==> config.mk <==
export PLATFORM = sky130hd
export DESIGN_NAME = bpc_cfg_regs
export DESIGN_NICKNAME = d
export VERILOG_FILES = /design/src/rtl/bpc_pkg.sv /design/src/rtl/bpc_cfg_regs.sv
export SDC_FILE = /design/constraint.sdc
export NUM_CORES = 1
export LEC_CHECK = 0
export BUFFER_PORTS_ARGS = -buffer_cell sky130_fd_sc_hd__buf_2
export CORE_MARGIN = 5
export CORE_UTILIZATION = 37
export CTS_CLUSTER_DIAMETER = 120
export DETAILED_ROUTE_END_ITERATION = 8
export GPL_TIMING_DRIVEN = 0
export PLACE_DENSITY_LB_ADDON = 0.08
export SLEW_MARGIN = 30
export SYNTH_ARGS = -nofsm -noshare
export SYNTH_HDL_FRONTEND = slang
export SYNTH_SLANG_ARGS = --single-unit
==> constraint.sdc <==
create_clock -name clk -period 0.84 [get_ports clk]
set_input_delay 0.084 -clock clk [delete_from_list [all_inputs] [get_ports clk]]
set_output_delay 0.084 -clock clk [all_outputs]
set_load 0.03 [all_outputs]
==> src/rtl/bpc_pkg.sv <==
// ----------------------------------------------------------------------------
// bpc_pkg
// Shared widths, calibration reset values, register indexes and the
// calibration word bundle of the barometer compensation core.
// ----------------------------------------------------------------------------
package bpc_pkg;

    localparam int COEF_W = 16;
    localparam int RAW_W  = 24;
    localparam int PRES_W = 24;
    localparam int TEMP_W = 19;
    localparam int IDX_W  = 3;

    // Stage count from accepted transaction to result register
    localparam int PIPE_DEPTH = 8;

    localparam logic [COEF_W-1:0] C1_RESET = 16'd31860;
    localparam logic [COEF_W-1:0] C2_RESET = 16'd27726;
    localparam logic [COEF_W-1:0] C3_RESET = 16'd37783;
    localparam logic [COEF_W-1:0] C4_RESET = 16'd16107;
    localparam logic [COEF_W-1:0] C5_RESET = 16'd33809;
    localparam logic [COEF_W-1:0] C6_RESET = 16'd28079;

    localparam logic signed [TEMP_W-1:0] TEMP_OFFSET = 19'sd2000;

    typedef enum logic [IDX_W-1:0] {
        IDX_PRESSURE_SENSITIVITY    = 3'd0,
        IDX_PRESSURE_OFFSET         = 3'd1,
        IDX_SENS_TEMP_COEFFICIENT   = 3'd2,
        IDX_OFFSET_TEMP_COEFFICIENT = 3'd3,
        IDX_REFERENCE_TEMPERATURE   = 3'd4,
        IDX_TEMPERATURE_COEFFICIENT = 3'd5
    } bpc_reg_idx_t;

    typedef struct packed {
        logic [COEF_W-1:0] pressure_sensitivity;
        logic [COEF_W-1:0] pressure_offset;
        logic [COEF_W-1:0] sens_temp_coefficient;
        logic [COEF_W-1:0] offset_temp_coefficient;
        logic [COEF_W-1:0] reference_temperature;
        logic [COEF_W-1:0] temperature_coefficient;
    } bpc_coef_t;

endpackage

==> src/rtl/bpc_cfg_regs.sv <==
// ----------------------------------------------------------------------------
// bpc_cfg_regs
// Calibration word register file with a plain write port; writes to
// unused indexes are dropped.
// ----------------------------------------------------------------------------
module bpc_cfg_regs (
    input  logic                           clk,
    input  logic                           rst_n,
    input  logic                           cfg_wr_en,
    input  logic [bpc_pkg::IDX_W-1:0]      cfg_index,
    input  logic [bpc_pkg::COEF_W-1:0]     cfg_data,
    output bpc_pkg::bpc_coef_t             coef
);
    import bpc_pkg::*;

    bpc_coef_t coef_reg;
    bpc_coef_t coef_next;

    always_comb
    begin
        coef_next = coef_reg;
        if (cfg_wr_en)
        begin
            unique case (cfg_index)
                IDX_PRESSURE_SENSITIVITY:    coef_next.pressure_sensitivity    = cfg_data;
                IDX_PRESSURE_OFFSET:         coef_next.pressure_offset         = cfg_data;
                IDX_SENS_TEMP_COEFFICIENT:   coef_next.sens_temp_coefficient   = cfg_data;
                IDX_OFFSET_TEMP_COEFFICIENT: coef_next.offset_temp_coefficient = cfg_data;
                IDX_REFERENCE_TEMPERATURE:   coef_next.reference_temperature   = cfg_data;
                IDX_TEMPERATURE_COEFFICIENT: coef_next.temperature_coefficient = cfg_data;
                default:                     coef_next = coef_reg;
            endcase
        end
    end

    always_ff @(posedge clk or negedge rst_n)
    begin
        if (!rst_n)
        begin
            coef_reg.pressure_sensitivity    <= C1_RESET;
            coef_reg.pressure_offset         <= C2_RESET;
            coef_reg.sens_temp_coefficient   <= C3_RESET;
            coef_reg.offset_temp_coefficient <= C4_RESET;
            coef_reg.reference_temperature   <= C5_RESET;
            coef_reg.temperature_coefficient <= C6_RESET;
        end
        else
        begin
            coef_reg <= coef_next;
        end
    end

    assign coef = coef_reg;

endmodule

==> impl_metrics.yaml <==
outcome:
  status: "finished with violations"
  violations: "negative hold slack, negative setup slack"
floorplanning:
  fp.dieH_um: 111
  rows: 36
  io_pins: 118
  floorplan.die_area_sq_um: 12200
  core_sq_um: 9820
  initial_core_util_pct: 38.1
  die_w_um: 111
cts:
  clk_latency_ns: 0.34
  cts_root_buf: "clkbuf_8"
  cts_tree: "yes"
  clkTransAtPathRegs_ns: 0.09
  htree_levels: 3
  clk_path_buf_depth: 2
  cts_made_buffers: 9
  cts.sinks: 96
flow_run:
  drv_cap: 0
placed_design:
  dpl-instance-area_sq_um: 4750
  dpl.hpwl_um: 5990
  io_buffers: 116
  dpl.cell_count: 458
  place_ws_ns: -0.765
  gp_congestion: 0.672
setup_path:
  worst-setup-path-type: "register to primary output"
  required_ns: 0.76
  crit_buf_inv: 1
  slowest_delay_ns: 0.56
  crit_chain: "buf_6"
  slowest_stage: "dfstp_2"
  arrival_ns: 1.04
  critPathMaxFanout: 2
  cp_top_family: "flip-flops"
  cp-start-kind: "register"
  end_kind: "primary output"
final_layout:
  postLayoutCoreUtil_pct: 62.4
  multi_input_comb_area_sq_um: 1430
  syn_to_final_growth_pct: 63.8
  largest_register_ffs: 96
  final_cell_area_sq_um: 6130
  fill_cells: 732
  diodes: 0
  drive_above_1_share_pct: 88.8
  layout.nets: 401
  register_area_sq_um: 2470
  final_cells: 516
synth:
  syn_area_per_cell_sq_um: 18.0
  netlist_instances: 208
  synth_edf_count: 0
  ys_seq_elements: 96
  ys.flop_type: "dfstp_2"
  syn_nets: 230
  netlist.area_leader.share_pct: 36.5
  ys_top_cells_by_count: "95 x mux2_2, 52 x dfstp_2, 44 x dfrtp_1"
  async_flop_share_pct: 100
  synthTopCellsByArea: "dfstp_2 36%, dfrtp_1 29%, mux2_2 29%, buf_6 2.1%, nand4b_2 0.80%"
  synth_area_sq_um: 3740
  yosysWarnings: 0
  yosysSeqAreaShare_pct: 65.9
  yosysMostFrequentCell: "mux2_2"
  synth_cell_types: 11
  yosys.area.top_type: "dfstp_2"
detailed_routing:
  firstDrtPassIters: 4
  drc: 0
  drt-met1-wl_um: 4630
  ant_nets: 0
  wirelength_um: 9870
  wl_per_cell_um: 19.1
  wl_met2_um: 4660
  top_layer_used: "met4"
  num_vias: 2416
  drt_iter0_markers: 54
  wl_met3_um: 476
  avgViaCountPerCell: 4.68
sta:
  period_needed_ns: 1.13
  post-route-period-util_pct: 134
  tightest_slew_ns: 0.449
  hold_viol: 46
  rsz0062_at_grt: "true"
  max_slew_margin_pct: 70.1
  timing.final.ws_setup_ns: -0.288
  fmax_mhz: 887
  setup_viol: 124
  maxSlewViolCount: 0
  finClkSkew_ns: 0
  hold_slack_ns: -0.349
  fin_tns_setup_ns: -21.65
power:
  ir_worst_vdd_v: 0.00112
  leakagePower_nw: 2.81
  powerDensity_nw_per_um2: 2720
grt:
  overflow: 0
  grt_pass1_wl_um: 15700
  grt_pass1_vias: 2643
  grt_max_degree: 51
  grt_util_all_layers_pct: 16.5
  antenna_found_initial: 0
worst_hold_path:
  hold_class: "input pin to async pin"
[metrics by stage]
stage                     power [mW]  hold slack, ns
after floorplan                 10.1          -0.212
after detailed placement        11.6          0.0440
after global placement          11.6           0.393
final                           16.7          -0.349
after CTS                       16.6          -0.349
after global routing            17.5          -0.330
[logic make-up (layout without fill, tap and decap cells)]
| family | Yosys count | after routing | synth area share, % |
|---|---|---|---|
| muxes | 96 | 96 | 28.9 |
| DFF | 96 | 96 | 65.9 |
| buffers and inverters | 10 | 185 | 2.77 |
| and+or+nand+nor | 6 | 6 | 2.44 |
[worst reg2reg max path: cells and delay by family (launching register included)]
family	cells	cell delay (ns)
multiplexers	1	0.25
flip-flops	1	0.42
buffers and inverters	1	0.13
[worst paths after layout]
path                       slack [ns]                    to                 start  cells past startpoint
min reg2reg                      0.54  coef[36]$_DFFE_PN0P_  coef[36]$_DFFE_PN0P_                      1
max in group asynchronous        0.54  coef[48]$_DFFE_PN1P_                 rst_n                      2
max reg2reg                     -0.07  coef[29]$_DFFE_PN0P_  coef[29]$_DFFE_PN0P_                      2
max                             -0.29              coef[56]  coef[56]$_DFFE_PN1P_                      1
min                             -0.35  coef[72]$_DFFE_PN0P_                 rst_n                      1
min in group clk                 0.03  coef[24]$_DFFE_PN0P_           cfg_data[8]                      2
[per-layer routing]
| layer | global-route usage, % | up-vias |
|---|---|---|
| li1 | - | 1086 |
| met1 | 22.7 | 1247 |
| met2 | 25.6 | 75 |
| met3 | 4.65 | 8 |
| met4 | 4.19 | 0 |
| met5 | 0 | - |
[cell usage in the layout, fill, tap and decap left out, drive strengths merged]
cell and instances:
nand4b 2, buf 170, dfrtp 44, clkinvlp 2, nor4b 1, bufinv 1
dfstp 52, clkbuf 12, and4bb 3, mux2 96
[cell type report]
cell class	instances	area share, %
Clock inverter	3	0.735
Clock buffer	12	2.20
Timing Repair Buffer	160	28.1
Buffer	10	2.59
Multi-Input combinational cell	102	23.3
Tap cell	133	2.71
Sequential cell	96	40.3
[power breakdown]
| part | internal, mW | switching (mW) | leakage [nW] |
|---|---|---|---|
| clock network | 1.37 | 1.49 | 0.0827 |
| logic | 3.69 | 3.23 | 1.66 |
| registers | 6.07 | 0.821 | 1.07 |
[repair_timing]
action / CTS / global route
setup endpoints to repair: 162 / 140
gates resized for setup: 222 / 30
buffers inserted: 33 / 7
pin swaps: 4 / 4
hold endpoints to repair: 46 / 22
cloned: 4 / 0
(Power assumes the default switching activity.)
